## config.mk

```make
export PLATFORM = sky130hd
export DESIGN_NAME = keyword_presence_scanner_unit_flat
export DESIGN_NICKNAME = d
export VERILOG_FILES = /design/src/hw/rtl/kps_pkg.sv /design/src/hw/rtl/kps_intf.sv /design/src/hw/rtl/kps_input_stage.sv /design/src/hw/rtl/kps_matcher.sv /design/src/hw/rtl/kps_result_stage.sv /design/src/hw/rtl/keyword_presence_scanner_unit.sv /design/src/flat_wrapper.sv
export SDC_FILE = /design/constraint.sdc
export NUM_CORES = 1
export LEC_CHECK = 0
export ABC_AREA = 1
export BUFFER_PORTS_ARGS = -buffer_cell sky130_fd_sc_hd__clkbuf_2
export CAP_MARGIN = 20
export CELL_PAD_IN_SITES_DETAIL_PLACEMENT = 1
export CELL_PAD_IN_SITES_GLOBAL_PLACEMENT = 1
export CORE_UTILIZATION = 50
export CTS_CLUSTER_SIZE = 25
export DETAILED_ROUTE_END_ITERATION = 6
export GPL_TIMING_DRIVEN = 0
export PLACE_DENSITY = 0.94
export SLEW_MARGIN = 10
export SYNTH_ARGS = -nofsm -noshare
export SYNTH_HDL_FRONTEND = slang
export SYNTH_SLANG_ARGS = --single-unit
```

## constraint.sdc

```tcl
create_clock -name clk_i -period 3.06 [get_ports clk_i]
set_input_delay 0.306 -clock clk_i [delete_from_list [all_inputs] [get_ports clk_i]]
set_output_delay 0.306 -clock clk_i [all_outputs]
set_load 0.01 [all_outputs]
```

## src/hw/rtl/kps_pkg.sv

```systemverilog
`timescale 1ns / 1ps
// ----------------------------------------------------------------------------
// kps_pkg
// Shared widths, keyword table and stage types of the keyword presence scanner.
// ----------------------------------------------------------------------------
package kps_pkg;

  localparam int unsigned BYTE_W              = 8;
  localparam int unsigned MASK_W              = 16;
  localparam int unsigned KW_SLOTS            = 16;
  localparam int unsigned KW_COLS             = 9;
  localparam int unsigned KW_LEN_W            = 4;
  localparam int unsigned NUM_KEYWORDS_DEF    = 16;
  localparam int unsigned MAX_KEYWORD_LEN_DEF = 9;

  // Each keyword is right-justified: its last character sits in byte 0.
  typedef logic [KW_COLS*BYTE_W-1:0] kw_text_t;

  localparam kw_text_t KW_TEXT [KW_SLOTS] = '{
    "if", "using", "namespace", "return", "int", "float", "double", "char",
    "void", "bool", "false", "true", "cout", "cin", "std", "include"
  };

  localparam logic [KW_LEN_W-1:0] KW_LEN [KW_SLOTS] = '{
    4'd2, 4'd5, 4'd9, 4'd6, 4'd3, 4'd5, 4'd6, 4'd4,
    4'd4, 4'd4, 4'd5, 4'd4, 4'd4, 4'd3, 4'd3, 4'd7
  };

  typedef struct packed {
    logic              valid;
    logic [BYTE_W-1:0] text_byte;
    logic              end_of_text;
  } stage_t;

  typedef struct packed {
    logic              valid;
    logic [MASK_W-1:0] found_mask;
  } result_t;

endpackage

```

## src/hw/rtl/kps_intf.sv

```systemverilog
`timescale 1ns / 1ps
// ----------------------------------------------------------------------------
// kps_intf
// Valid/ready channels of the keyword presence scanner: text in, mask out.
// ----------------------------------------------------------------------------
interface kps_text_if;
  logic                      valid;
  logic                      ready;
  logic [kps_pkg::BYTE_W-1:0] text_byte;
  logic                      end_of_text;

  modport source (output valid, text_byte, end_of_text, input ready);
  modport sink   (input valid, text_byte, end_of_text, output ready);
endinterface

interface kps_mask_if;
  logic                      valid;
  logic                      ready;
  logic [kps_pkg::MASK_W-1:0] found_mask;

  modport source (output valid, found_mask, input ready);
  modport sink   (input valid, found_mask, output ready);
endinterface

```

## src/hw/rtl/kps_input_stage.sv

```systemverilog
`timescale 1ns / 1ps
// ----------------------------------------------------------------------------
// kps_input_stage
// Input register of the scanner; decides when the held byte is consumed.
// ----------------------------------------------------------------------------
module kps_input_stage (
  input  logic             clk_i,
  input  logic             rst_ni,
  kps_text_if.sink         text_i,
  input  logic             res_free_i,
  output kps_pkg::stage_t  stage_o,
  output logic             step_o
);

  logic                       valid_q;
  logic [kps_pkg::BYTE_W-1:0] byte_q;
  logic                       eot_q;

  // Only a last byte can wait, and only while the result register is full.
  assign step_o       = valid_q && (!eot_q || res_free_i);
  assign text_i.ready = !valid_q || step_o;

  always_ff @(posedge clk_i or negedge rst_ni) begin
    if (!rst_ni) begin
      valid_q <= 1'b0;
    end else if (text_i.ready) begin
      valid_q <= text_i.valid;
    end
  end

  always_ff @(posedge clk_i) begin
    if (text_i.ready && text_i.valid) begin
      byte_q <= text_i.text_byte;
      eot_q  <= text_i.end_of_text;
    end
  end

  assign stage_o.valid       = valid_q;
  assign stage_o.text_byte   = byte_q;
  assign stage_o.end_of_text = eot_q;

`ifndef SYNTHESIS
  a_stall_only_on_last: assert property (@(posedge clk_i) disable iff (!rst_ni)
    !text_i.ready |-> (valid_q && eot_q && !res_free_i))
    else $error("input stalled without a waiting last byte");
`endif

endmodule

```

## src/hw/rtl/kps_matcher.sv

```systemverilog
`timescale 1ns / 1ps
// ----------------------------------------------------------------------------
// kps_matcher
// Byte window, parallel keyword compare and sticky found flags.
// ----------------------------------------------------------------------------
module kps_matcher #(
  parameter int unsigned NUM_KEYWORDS    = kps_pkg::NUM_KEYWORDS_DEF,
  parameter int unsigned MAX_KEYWORD_LEN = kps_pkg::MAX_KEYWORD_LEN_DEF
) (
  input  logic             clk_i,
  input  logic             rst_ni,
  input  kps_pkg::stage_t  stage_i,
  input  logic             step_i,
  output kps_pkg::result_t res_o
);

  localparam int unsigned WIN_DEPTH = MAX_KEYWORD_LEN - 1;
  localparam int unsigned CMP_LEN   = (kps_pkg::KW_COLS < MAX_KEYWORD_LEN) ?
                                      kps_pkg::KW_COLS : MAX_KEYWORD_LEN;

  logic [WIN_DEPTH-1:0][kps_pkg::BYTE_W-1:0]       window_q;
  logic [MAX_KEYWORD_LEN-1:0][kps_pkg::BYTE_W-1:0] recent;
  logic [kps_pkg::MASK_W-1:0]                      flags_q;
  logic [kps_pkg::MASK_W-1:0]                      hits;
  logic [kps_pkg::MASK_W-1:0]                      used_mask;

  // recent[0] is the current byte, recent[j] the byte j positions earlier.
  assign recent = {window_q, stage_i.text_byte};

  always_comb begin
    logic match;
    hits      = '0;
    used_mask = '0;
    for (int k = 0; k < kps_pkg::KW_SLOTS; k++) begin
      used_mask[k] = (k < NUM_KEYWORDS);
      match = (k < NUM_KEYWORDS) && (int'(kps_pkg::KW_LEN[k]) <= MAX_KEYWORD_LEN);
      for (int j = 0; j < CMP_LEN; j++) begin
        if ((j < int'(kps_pkg::KW_LEN[k])) &&
            (recent[j] != kps_pkg::KW_TEXT[k][j*kps_pkg::BYTE_W +: kps_pkg::BYTE_W])) begin
          match = 1'b0;
        end
      end
      hits[k] = match;
    end
  end

  always_ff @(posedge clk_i or negedge rst_ni) begin
    if (!rst_ni) begin
      window_q <= '0;
      flags_q  <= '0;
    end else if (step_i) begin
      if (stage_i.end_of_text) begin
        window_q <= '0;
        flags_q  <= '0;
      end else begin
        window_q <= recent[WIN_DEPTH-1:0];
        flags_q  <= flags_q | hits;
      end
    end
  end

  assign res_o.valid      = step_i && stage_i.end_of_text;
  assign res_o.found_mask = flags_q | hits;

`ifndef SYNTHESIS
  a_clear_after_text: assert property (@(posedge clk_i) disable iff (!rst_ni)
    (step_i && stage_i.end_of_text) |=> (flags_q == '0 && window_q == '0))
    else $error("window or flags not cleared after the last byte");

  a_unused_bits_zero: assert property (@(posedge clk_i) disable iff (!rst_ni)
    (flags_q & ~used_mask) == '0)
    else $error("flag set for a keyword that is not searched");
`endif

endmodule

```

## src/hw/rtl/kps_result_stage.sv

```systemverilog
`timescale 1ns / 1ps
// ----------------------------------------------------------------------------
// kps_result_stage
// Output register holding the found mask until the sink takes it.
// ----------------------------------------------------------------------------
module kps_result_stage (
  input  logic             clk_i,
  input  logic             rst_ni,
  input  kps_pkg::result_t res_i,
  output logic             res_free_o,
  kps_mask_if.source       mask_o
);

  logic                       valid_q;
  logic [kps_pkg::MASK_W-1:0] mask_q;

  assign res_free_o = !valid_q || mask_o.ready;

  always_ff @(posedge clk_i or negedge rst_ni) begin
    if (!rst_ni) begin
      valid_q <= 1'b0;
    end else if (res_free_o) begin
      valid_q <= res_i.valid;
    end
  end

  always_ff @(posedge clk_i) begin
    if (res_free_o && res_i.valid) begin
      mask_q <= res_i.found_mask;
    end
  end

  assign mask_o.valid      = valid_q;
  assign mask_o.found_mask = mask_q;

`ifndef SYNTHESIS
  a_no_overwrite: assert property (@(posedge clk_i) disable iff (!rst_ni)
    res_i.valid |-> (!valid_q || mask_o.ready))
    else $error("new mask arrived while the held one was not taken");
`endif

endmodule

```

## src/hw/rtl/keyword_presence_scanner_unit.sv

```systemverilog
`timescale 1ns / 1ps
// ----------------------------------------------------------------------------
// keyword_presence_scanner_unit
// Finds which of 16 fixed keywords occur as substrings in a byte stream.
// ----------------------------------------------------------------------------
// Text enters one byte per transfer on text_i, the last byte flagged by
// end_of_text. Every byte is compared combinationally against all keywords using
// the window of preceding bytes, so the block takes one byte per clock cycle
// whenever mask_o is not holding back a result. On the last byte it delivers
// the found mask (bit 0 = "if" ... bit 15 = "include") through an input register
// and an output register, and then starts the next text with an empty window
// and cleared flags. A last byte waits in the input register only while an
// earlier mask is still untaken.
module keyword_presence_scanner_unit #(
  parameter int unsigned NUM_KEYWORDS    = kps_pkg::NUM_KEYWORDS_DEF,
  parameter int unsigned MAX_KEYWORD_LEN = kps_pkg::MAX_KEYWORD_LEN_DEF
) (
  input  logic       clk_i,
  input  logic       rst_ni,
  kps_text_if.sink   text_i,
  kps_mask_if.source mask_o
);

  kps_pkg::stage_t  stage;
  kps_pkg::result_t res;
  logic             step;
  logic             res_free;

  kps_input_stage u_input (
    .clk_i      (clk_i),
    .rst_ni     (rst_ni),
    .text_i     (text_i),
    .res_free_i (res_free),
    .stage_o    (stage),
    .step_o     (step)
  );

  kps_matcher #(
    .NUM_KEYWORDS    (NUM_KEYWORDS),
    .MAX_KEYWORD_LEN (MAX_KEYWORD_LEN)
  ) u_matcher (
    .clk_i   (clk_i),
    .rst_ni  (rst_ni),
    .stage_i (stage),
    .step_i  (step),
    .res_o   (res)
  );

  kps_result_stage u_result (
    .clk_i      (clk_i),
    .rst_ni     (rst_ni),
    .res_i      (res),
    .res_free_o (res_free),
    .mask_o     (mask_o)
  );

endmodule
```

## src/flat_wrapper.sv

```systemverilog
// flat-port wrapper written by rule: the top's interface ports become plain ports
module keyword_presence_scanner_unit_flat 
#(
  parameter int unsigned NUM_KEYWORDS    = kps_pkg::NUM_KEYWORDS_DEF,
  parameter int unsigned MAX_KEYWORD_LEN = kps_pkg::MAX_KEYWORD_LEN_DEF
)
  (clk_i, rst_ni, text_i_valid, text_i_text_byte, text_i_end_of_text, text_i_ready, mask_o_valid, mask_o_found_mask, mask_o_ready);
  kps_text_if text_i_i ();
  kps_mask_if mask_o_i ();
  input  logic clk_i;
  input  logic rst_ni;
  input wire logic [$bits(text_i_i.valid)-1:0] text_i_valid;
  input wire logic [$bits(text_i_i.text_byte)-1:0] text_i_text_byte;
  input wire logic [$bits(text_i_i.end_of_text)-1:0] text_i_end_of_text;
  output wire logic [$bits(text_i_i.ready)-1:0] text_i_ready;
  output wire logic [$bits(mask_o_i.valid)-1:0] mask_o_valid;
  output wire logic [$bits(mask_o_i.found_mask)-1:0] mask_o_found_mask;
  input wire logic [$bits(mask_o_i.ready)-1:0] mask_o_ready;
  assign text_i_i.valid = text_i_valid;
  assign text_i_i.text_byte = text_i_text_byte;
  assign text_i_i.end_of_text = text_i_end_of_text;
  assign text_i_ready = text_i_i.ready;
  assign mask_o_valid = mask_o_i.valid;
  assign mask_o_found_mask = mask_o_i.found_mask;
  assign mask_o_i.ready = mask_o_ready;
  keyword_presence_scanner_unit #(.NUM_KEYWORDS(NUM_KEYWORDS), .MAX_KEYWORD_LEN(MAX_KEYWORD_LEN)) u_core (.clk_i(clk_i), .rst_ni(rst_ni), .text_i(text_i_i), .mask_o(mask_o_i));
endmodule
```

==> impl_metrics.py, run 1 <==
metrics = {
    "synthesis": {
        "synth.avg_cell_area_sq_um": 9.380,
        "syn_inst": 556,
        "syn-cell-area_sq_um": 5215,
        "synth_seq_area_share_pct": 53.74,
        "yosys_register_bits": 107,
        "synthesis.nets": 569,
        "yosys_warnings": 0,
        "synth.distinct_cells": 28,
    },
    "global_route": {
        "grt.overflow.total": 0,
        "grt_pass1_wl_mm": 23.23,
        "grt.total_usage_pct": 28.00,
        "first_global_vias": 4468,
        "grt_max_degree": 51,
        "antenna_found_initial": 0,
    },
    "pwr": {
        "p_leak_nw": 2.538,
        "powerDensity_nw_per_um2": 496.2,
        "ir_drop_uv": 270.4,
    },
    "clock_tree": {
        "cts_htree_levels": 3,
        "clk_pin_slew_ns": 0.11,
        "clock_latency_ns": 0.39,
        "post-cts-setup-buffer-count": 0,
        "cts_tree": "done",
        "numCtsBuffers": 9,
        "cts_hold_buf": 1,
        "post_cts_resize_count": 0,
        "cts_root_buf": "clkbuf_8",
        "clockBufferDepth": 2,
        "clkSinkCount": 107,
    },
    "timing": {
        "hold_violations": 0,
        "max_freq_ghz": 0.5024,
        "rsz0062_at_grt": "no",
        "setup_viol": 0,
        "relSlewSlack_pct": 56.82,
        "fin_setup_tns_ns": 0,
        "post-route-period-util_pct": 65.04,
        "maxSlewViolCount": 0,
        "clock_skew_ns": 0.01445,
        "post-route-min-period_ns": 1.990,
        "tightest_slew_ns": 0.6469,
    },
    "setup_path": {
        "path_buf_inv": 3,
        "worstReg2RegStart": "u_core.u_input.eot_q",
        "path_max_fanout": 17,
        "path_common_cell": "nand2_4",
        "critPathLaunchType": "register",
        "cp.arrival_ns": 2.01,
        "worstRegToRegCells": 6,
        "crit_chain": "nand3_2 -> nand2_4 -> inv_4 -> nand2_4 -> buf_6 -> inv_1",
        "crit_required_ns": 3.08,
        "crit_type": "register to register",
        "critPathTopFamily": "buffers and inverters",
        "end_kind": "register",
        "r2r_slack_ns": 1.07,
        "cp_slowest_cell": "edfxtp_1",
        "reg2reg_to": "u_core.u_result.mask_o.found_mask[3]",
        "critPathMaxStageDelay_ns": 0.51,
    },
    "placed_design": {
        "gp_congestion": 0.9353,
        "dp_hpwl_mm": 10.81,
        "io_buffers": 30,
        "dpl_cell_area_sq_um": 5562,
    },
    "floorplanning": {
        "row_count": 36,
        "die_y_um": 104.1,
        "dieArea_sq_um": 10840,
        "die_x_um": 104.1,
        "ioPinCount": 31,
        "coreArea_sq_um": 9955,
        "initial_core_util_pct": 52.39,
    },
    "final_layout": {
        "drive_above_1_share_pct": 22.02,
        "nets": 612,
        "final_common_cell": "inv_1",
        "area_delta_synth_final_pct": 10.53,
        "mostFrequentLayoutCells": "inv_1, nand2_1, dfrtp_1, nor2_1, o22ai_2",
        "final_area_sq_um": 5764,
        "diodes": 0,
        "finish.utilization_pct": 57.91,
    },
    "detailed_routing": {
        "routedWlPerCell_um": 19.10,
        "wl_mm": 14.08,
        "drc": 0,
        "drtAntennaViolNets": 0,
        "post_drt_via_cell_ratio": 5.517,
        "drtIter0Drc": 243,
        "via_count": 4066,
        "firstDrtPassIters": 4,
    },
    "job": {
        "maxCapViolations": 0,
    },
    "min_path": {
        "hold_depth": 1,
        "hold_end": "u_core.u_input.byte_q[6]",
        "holdCritPathClass": "input pin to register",
        "worstHoldStart": "text_i_text_byte[6]",
    },
    "run_status": {
        "outcome": "finished clean",
    },
}
[final cells by class]
type / count / area (sq um)
inverter: 110 / 415.4
clock buffer: 10 / 127.6
clock inverter: 6 / 65.06
tap: 133 / 166.4
buffer: 15 / 118.9
timing repair buffer: 32 / 190.2
fill: 1163 / 4190
multi-input combinational: 324 / 1878
sequential: 107 / 2803
[sequential cells by signal, indices dropped and copies added, names as in the netlist]
register	cells
u_core.u_matcher.flags_q	16
u_core.u_result.mask_o.valid	1
u_core.u_result.mask_o.found_mask	16
u_core.u_input.valid_q	1
u_core.u_input.byte_q	8
u_core.u_input.eot_q	1
u_core.u_matcher.recent	64
[cells by family (layout without fill, tap and decap cells)]
family | after synthesis | count (layout) | synth area share [%]
DFF | 107 | 107 | 53.74
and+or+nand+nor | 229 | 229 | 19.55
buffers and inverters | 125 | 173 | 10.24
AOI/OAI and AO/OA | 95 | 95 | 16.46
[power breakdown]
group          switching (mW)  internal (mW)  total (mW)
clock network           0.531          0.321       0.852
logic                   0.285          0.130       0.414
registers              0.0613           1.53        1.59
total                   0.877           1.98        2.86
[synthesized netlist by cell type, drive strengths merged]
library cell / count / area, sq um
nand3: 34 / 175.2
a21oi: 15 / 75.07
o21ai: 24 / 120.1
dfrtp: 82 / 2052
or2: 1 / 6.260
buf: 14 / 113.9
edfxtp: 25 / 750.7
nand3b: 1 / 7.510
nand2: 97 / 386.6
inv: 110 / 415.4
o22ai: 56 / 663.1
clkbuf: 1 / 5.000
nand4: 7 / 50.05
nor2: 72 / 292.8
nor3: 16 / 95.09
and2: 1 / 6.260
[per-stage QoR]
step           hold slack (ns)  worst slack, ns  instances  power, mW
3_3_place_gp            0.4709           0.8609        719      1.991
5_1_grt                0.08055           0.9698        737      2.969
4_1_cts                0.08405            1.059        737      2.871
6_report               0.08653            1.070        737      2.860
2_1_floorplan          0.01041            1.440        556      1.880
3_5_place_dp            0.3281            1.084        720      2.028
[routing by layer]
metal	GRT usage [%]	routed length, um
met1	34.87	5829
met2	49.67	7365
met3	3.634	585
met4	10.41	294
met5	0	0
[worst max path at each step]
stage | from | endpoint | depth (start not counted)
6_report | u_core.u_input.eot_q | u_core.u_result.mask_o.found_mask[3] | 6
5_1_grt | u_core.u_input.eot_q | u_core.u_result.mask_o.found_mask[10] | 6
4_1_cts | u_core.u_input.eot_q | u_core.u_result.mask_o.found_mask[2] | 6
3_5_place_dp | u_core.u_input.eot_q | u_core.u_result.mask_o.found_mask[3] | 6
3_3_place_gp | rst_ni | u_core.u_matcher.recent[62] | 1
2_1_floorplan | u_core.u_input.eot_q | u_core.u_result.mask_o.found_mask[0] | 6
(Power assumes the default switching activity.)
==> inputs of run 2 (changes only) <==
--- a/config.mk
+++ b/config.mk
@@ -5,16 +5,16 @@
 export SDC_FILE = /design/constraint.sdc
 export NUM_CORES = 1
 export LEC_CHECK = 0
-export ABC_AREA = 1
+export ABC_AREA = 0
 export BUFFER_PORTS_ARGS = -buffer_cell sky130_fd_sc_hd__clkbuf_2
 export CAP_MARGIN = 20
 export CELL_PAD_IN_SITES_DETAIL_PLACEMENT = 1
 export CELL_PAD_IN_SITES_GLOBAL_PLACEMENT = 1
-export CORE_UTILIZATION = 50
+export CORE_UTILIZATION = 49
 export CTS_CLUSTER_SIZE = 25
 export DETAILED_ROUTE_END_ITERATION = 6
 export GPL_TIMING_DRIVEN = 0
-export PLACE_DENSITY = 0.94
+export PLACE_DENSITY = 0.9
 export SLEW_MARGIN = 10
 export SYNTH_ARGS = -nofsm -noshare
 export SYNTH_HDL_FRONTEND = slang
==> constraint.sdc (replaced) <==
create_clock -name clk_i -period 1.85 [get_ports clk_i]
set_input_delay 0.185 -clock clk_i [delete_from_list [all_inputs] [get_ports clk_i]]
set_output_delay 0.185 -clock clk_i [all_outputs]
set_load 0.01 [all_outputs]
==> impl_metrics.py, run 2 <==
metrics = {
    "run_status": {
        "outcome": "complete, but fails checks",
        "violations": "design-rule violations, negative setup slack",
    },
    "floorplanning": {
        "die_y_um": 99.57,
        "coreArea_sq_um": 9240,
        "dieArea_sq_um": 9913,
        "row_count": 35,
        "initial_core_util_pct": 50.48,
        "die_x_um": 99.57,
        "ioPinCount": 31,
    },
    "clock_tree": {
        "cts_htree_levels": 3,
        "clockBufferDepth": 2,
        "cts_tree": "done",
        "numCtsBuffers": 9,
        "cts_root_buf": "clkbuf_8",
        "clk_pin_slew_ns": 0.13,
        "clock_latency_ns": 0.40,
        "clkSinkCount": 107,
    },
    "detailed_routing": {
        "via_count": 4439,
        "firstDrtPassIters": 7,
        "drtAntennaViolNets": 0,
        "drc": 2,
        "wl_mm": 19.63,
        "drtIter0Drc": 457,
        "post_drt_via_cell_ratio": 7.218,
        "routedWlPerCell_um": 31.91,
    },
    "pwr": {
        "p_total_mw": 5.012,
        "p_leak_nw": 2.771,
        "ir_drop_uv": 622.9,
        "powerDensity_nw_per_um2": 795.2,
    },
    "global_route": {
        "grt_pass1_wl_mm": 24.63,
        "grt.total_usage_pct": 33.75,
        "grt_max_degree": 45,
        "grt.overflow.total": 0,
        "antenna_found_initial": 0,
        "first_global_vias": 4191,
    },
    "placed_design": {
        "dpl_cell_area_sq_um": 5024,
        "dp_hpwl_mm": 8.924,
        "preCtsSetupSlack_ns": -0.4314,
        "gp_congestion": 0.9850,
        "dp.cells": 530,
        "io_buffers": 30,
    },
    "synthesis": {
        "synth-edff-count": 25,
        "synth_seq_area_share_pct": 60.09,
        "synth_flop_cell": "dfrtp_1",
        "synth.avg_cell_area_sq_um": 12.61,
        "synth.area.top_cells": "dfrtp_1, edfxtp_1, a22o_1",
        "yosysTopAreaCell": "dfrtp_1",
        "synthesis.nets": 383,
        "synth.distinct_cells": 52,
        "synth_common_cells": "dfrtp_1, a22o_1, edfxtp_1, nor4_1, clkbuf_1",
        "synth.most_common_cell": "dfrtp_1",
        "syn-cell-area_sq_um": 4664,
        "yosys_warnings": 0,
        "yosysTopAreaCellShare_pct": 43.99,
        "yosys_register_bits": 107,
        "async_flop_share_pct": 76.64,
        "syn_inst": 370,
    },
    "final_layout": {
        "nets": 494,
        "fill_cells": 874,
        "largest_register_ffs": 64,
        "final_common_cell": "dfrtp_1",
        "final_area_sq_um": 6304,
        "diodes": 0,
        "finish.utilization_pct": 68.22,
        "drive_above_1_share_pct": 39.71,
        "area_delta_synth_final_pct": 35.14,
        "final_cells": 615,
        "mostFrequentLayoutCells": "dfrtp_1, a22o_1, buf_4, clkbuf_2, edfxtp_1",
    },
    "timing": {
        "clock_skew_ns": 0.02373,
        "worst_hold_slack_ns": 0.1863,
        "tightest_slew_ns": 0.7899,
        "post-route-period-util_pct": 119.9,
        "post-route-min-period_ns": 2.218,
        "fin_setup_tns_ns": -4.190,
        "maxSlewViolCount": 0,
        "setup_ws_ns": -0.3675,
        "relSlewSlack_pct": 47.01,
        "rsz0062_at_grt": "yes",
        "max_freq_ghz": 0.4510,
        "hold_violations": 0,
        "setup_viol": 27,
    },
    "setup_path": {
        "crit_type": "register to register",
        "cp.arrival_ns": 2.56,
        "critPathLaunchType": "register",
        "end_kind": "register",
        "crit_required_ns": 2.20,
        "path_max_fanout": 4,
    },
    "min_path": {
        "holdCritPathClass": "input pin to register",
    },
    "job": {
        "maxCapViolations": 0,
    },
}
[run 2: repair_timing]
| action | in CTS | in global routing |
|---|---|---|
| setup buffers | 29 | 32 |
| endpoints found under the hold margin | 48 | 0 |
| setup endpoints to repair | 88 | 88 |
| resized for setup | 53 | 66 |
| hold buffers | 11 | 0 |
| gates cloned | 0 | 0 |
| pin swaps | 16 | 31 |
[run 2: final timing paths]
path / cells after the start / startpoint / slack [ns] / endpoint
worst max register to register: 6 / u_core.u_matcher.recent[31] / -0.37 / u_core.u_matcher.flags_q[1]
min in group asynchronous: 2 / rst_ni / 0.37 / u_core.u_matcher.flags_q[8]
max in group asynchronous: 3 / rst_ni / 0.84 / u_core.u_matcher.recent[45]
worst min register to register: 1 / u_core.u_matcher.recent[69] / 0.53 / u_core.u_matcher.recent[69]
worst max-delay path: 6 / u_core.u_matcher.recent[31] / -0.37 / u_core.u_matcher.flags_q[1]
worst min-delay path: 3 / mask_o_ready / 0.19 / u_core.u_result.mask_o.valid
[run 2: final cells by class]
cell class / instances / area [sq um] / area share (%)
Buffer: 17 / 101.3 / 1.608
Sequential cell: 107 / 2819 / 44.72
Clock inverter: 7 / 86.33 / 1.370
Inverter: 12 / 45.04 / 0.7146
Clock buffer: 9 / 123.9 / 1.965
Multi-Input combinational cell: 232 / 2151 / 34.12
Timing Repair Buffer: 102 / 815.8 / 12.94
Tap cell: 129 / 161.4 / 2.561
[run 2: logic make-up after synthesis]
| group | Yosys count | synth area share [%] |
|---|---|---|
| simple gates | 137 | 20.49 |
| flops | 107 | 60.09 |
| compound gates | 95 | 16.71 |
| buf+inv | 31 | 2.709 |
[run 2: power by group]
group | switching, mW | internal [mW]
clock | 0.945 | 0.653
sequential | 0.147 | 2.52
combinational | 0.420 | 0.324
total | 1.51 | 3.50
[run 2: worst max-delay path, cell delays in order (launching register included)]
cell and delay (ns):
dfrtp_1 0.42, buf_6 0.13, nand4b_1 0.30, buf_6 0.23, nor3_1 0.62, a41o_1 0.31, o211a_1 0.17
[run 2: layer usage]
| layer | share of wire, % | track usage (%) | vias to the layer above |
|---|---|---|---|
| met4 | 6.7 | 17.53 | 0 |
| li1 | - | - | 1690 |
| met1 | 37 | 42.79 | 2252 |
| met2 | 48 | 54.49 | 358 |
| met3 | 8.6 | 7.660 | 139 |
| met5 | 0 | 0 | - |
==> inputs of run 3 (changes only) <==
--- a/config.mk
+++ b/config.mk
@@ -10,11 +10,11 @@
 export CAP_MARGIN = 20
 export CELL_PAD_IN_SITES_DETAIL_PLACEMENT = 1
 export CELL_PAD_IN_SITES_GLOBAL_PLACEMENT = 1
-export CORE_UTILIZATION = 49
+export CORE_UTILIZATION = 40
 export CTS_CLUSTER_SIZE = 25
 export DETAILED_ROUTE_END_ITERATION = 6
 export GPL_TIMING_DRIVEN = 0
-export PLACE_DENSITY = 0.9
+export PLACE_DENSITY = 0.77
 export SLEW_MARGIN = 10
 export SYNTH_ARGS = -nofsm -noshare
 export SYNTH_HDL_FRONTEND = slang
==> impl_metrics.py, run 3 (synthesis results as in run 2) <==
metrics = {
    "timing": {
        "relSlewSlack_pct": 49.28,
        "max_freq_ghz": 0.5025,
        "maxSlewViolCount": 0,
        "clock_skew_ns": 0.007669,
        "setup_ws_ns": -0.1401,
        "rsz0062_at_grt": "yes",
        "post-route-period-util_pct": 107.6,
        "setup_viol": 12,
        "post-route-min-period_ns": 1.990,
        "hold_violations": 0,
        "tightest_slew_ns": 0.7562,
    },
    "clock_tree": {
        "numCtsBuffers": 9,
        "clockBufferDepth": 2,
        "clock_latency_ns": 0.36,
        "cts_tree": "done",
        "clk_pin_slew_ns": 0.07,
        "clkSinkCount": 107,
        "cts_htree_levels": 3,
        "cts_root_buf": "clkbuf_16",
    },
    "run_status": {
        "violations": "negative setup slack",
        "outcome": "complete, but fails checks",
    },
    "detailed_routing": {
        "drc": 0,
        "via_count": 3838,
        "drtIter0Drc": 299,
        "routedWlPerCell_um": 24.94,
        "post_drt_via_cell_ratio": 6.210,
        "drtAntennaViolNets": 0,
        "wl_mm": 15.41,
        "firstDrtPassIters": 5,
    },
    "placed_design": {
        "dp_hpwl_mm": 8.949,
        "io_buffers": 30,
        "gp_congestion": 0.8900,
        "dp.cells": 544,
        "dpl_cell_area_sq_um": 5041,
    },
    "setup_path": {
        "crit_type": "register to register",
        "critPathTopFamily": "simple AND/OR/NAND/NOR gates",
        "crit_required_ns": 2.09,
        "cp.arrival_ns": 2.23,
        "crit_chain": "or4b_4 -> or4_4 -> nor4_4 -> or2_2",
        "cp_slowest_cell": "or4b_4",
        "setup.worst_path.start": "u_core.u_matcher.recent[10]",
        "critPathLaunchType": "register",
        "path_max_fanout": 4,
        "worstReg2RegStart": "u_core.u_matcher.recent[10]",
        "path_buf_inv": 0,
        "end_kind": "register",
        "critPathMaxStageDelay_ns": 0.56,
    },
    "min_path": {
        "holdCritPathClass": "input pin to register",
        "worstHoldStart": "text_i_valid",
    },
    "global_route": {
        "antenna_found_initial": 0,
        "grt_max_degree": 44,
        "use_met1_pct": 32.58,
        "use_met3_pct": 7.055,
        "grtUsageMet2_pct": 37.41,
        "top_usage_layer": "met2",
        "grt.total_usage_pct": 24.35,
        "first_global_vias": 3853,
        "grt_pass1_wl_mm": 21.36,
        "grt.overflow.total": 0,
    },
    "final_layout": {
        "mostFrequentLayoutCells": "dfrtp_1, a22o_1, buf_4, clkbuf_2, edfxtp_1",
        "largest_register_ffs": 64,
        "final_area_sq_um": 6215,
        "diodes": 0,
        "final_common_cell": "dfrtp_1",
        "area_delta_synth_final_pct": 33.23,
        "final_cells": 618,
        "nets": 483,
        "fill_cells": 1169,
        "drive_above_1_share_pct": 36.42,
    },
    "pwr": {
        "p_leak_nw": 2.706,
        "ir_drop_uv": 888.7,
        "powerDensity_nw_per_um2": 851.6,
    },
    "floorplanning": {
        "dieArea_sq_um": 12100,
        "initial_core_util_pct": 41.03,
        "ioPinCount": 31,
        "coreArea_sq_um": 11370,
        "die_x_um": 110.0,
        "die_y_um": 110.0,
        "row_count": 39,
    },
    "job": {
        "maxCapViolations": 0,
    },
}
-- run 3: cell count changes in the layout (fill, tap and decap cells not counted), moves of 3 or more --
| cell | previous run | this run |
|---|---|---|
| buf_4 | 45 | 41 |
| o31ai_1 | 1 | 4 |
| clkbuf_16 | 0 | 9 |
| clkbuf_8 | 10 | 1 |
| clkinv_4 | 3 | 0 |
| buf_6 | 12 | 8 |
-- run 3: final timing paths --
kind | endpoint | slack (ns) | depth (start not counted)
max | u_core.u_result.mask_o.found_mask[13] | -0.14 | 4
min | u_core.u_input.valid_q | 0.08 | 2
max reg2reg | u_core.u_result.mask_o.found_mask[13] | -0.14 | 4
min reg2reg | u_core.u_matcher.flags_q[15] | 0.49 | 2
max in group asynchronous | u_core.u_matcher.recent[17] | 0.80 | 3
min in group asynchronous | u_core.u_matcher.flags_q[8] | 0.39 | 2
-- run 3: cell type report --
cell class	count	area, sq um	share of cell area (%)
timing repair buffer	90	679.4	10.93
inverter	12	45.04	0.7248
sequential	107	2818	45.34
clock inverter	7	73.82	1.188
buffer	18	110.1	1.772
tap	143	178.9	2.879
clock buffer	9	225.2	3.624
multi-input combinational	232	2085	33.54
-- run 3: layer usage --
| layer | wire, um | vias up |
|---|---|---|
| li1 | - | 1657 |
| met1 | 6328 | 1958 |
| met2 | 7503 | 164 |
| met3 | 949 | 59 |
| met4 | 631 | 0 |
| met5 | 0 | - |
-- run 3: what timing repair did --
| action | CTS | global route |
|---|---|---|
| endpoints found under the hold margin | 51 | 0 |
| hold buffers | 10 | 0 |
| buffers inserted | 26 | 23 |
| setup endpoints to repair | 89 | 76 |
| pin swaps | 14 | 27 |
| resized for setup | 50 | 47 |
| gates cloned | 0 | 0 |
-- run 3: where the power goes --
group          leakage [nW]  total [mW]  internal [mW]  switching [mW]
clock                 0.136        1.98           1.06           0.928
combinational          1.22       0.649          0.290           0.359
sequential             1.35        2.66           2.52           0.137
-- run 3: stage by stage --
step | hold slack (ns) | worst slack (ns) | total power [mW] | TNS, ns | util, %
CTS | 0.03659 | -0.1471 | 5.182 | -0.7687 | 51.69
finish | 0.07622 | -0.1401 | 5.293 | -0.7995 | 54.66
global route | 0.07641 | -0.1865 | 5.462 | -2.440 | 54.66
floorplan | -0.1106 | -0.05900 | 2.898 | -0.08967 | -
detailed placement | 0.2564 | -0.4704 | 3.103 | -14.88 | 44.34
global placement | 0.3618 | -0.4253 | 3.076 | -32.87 | 44.14
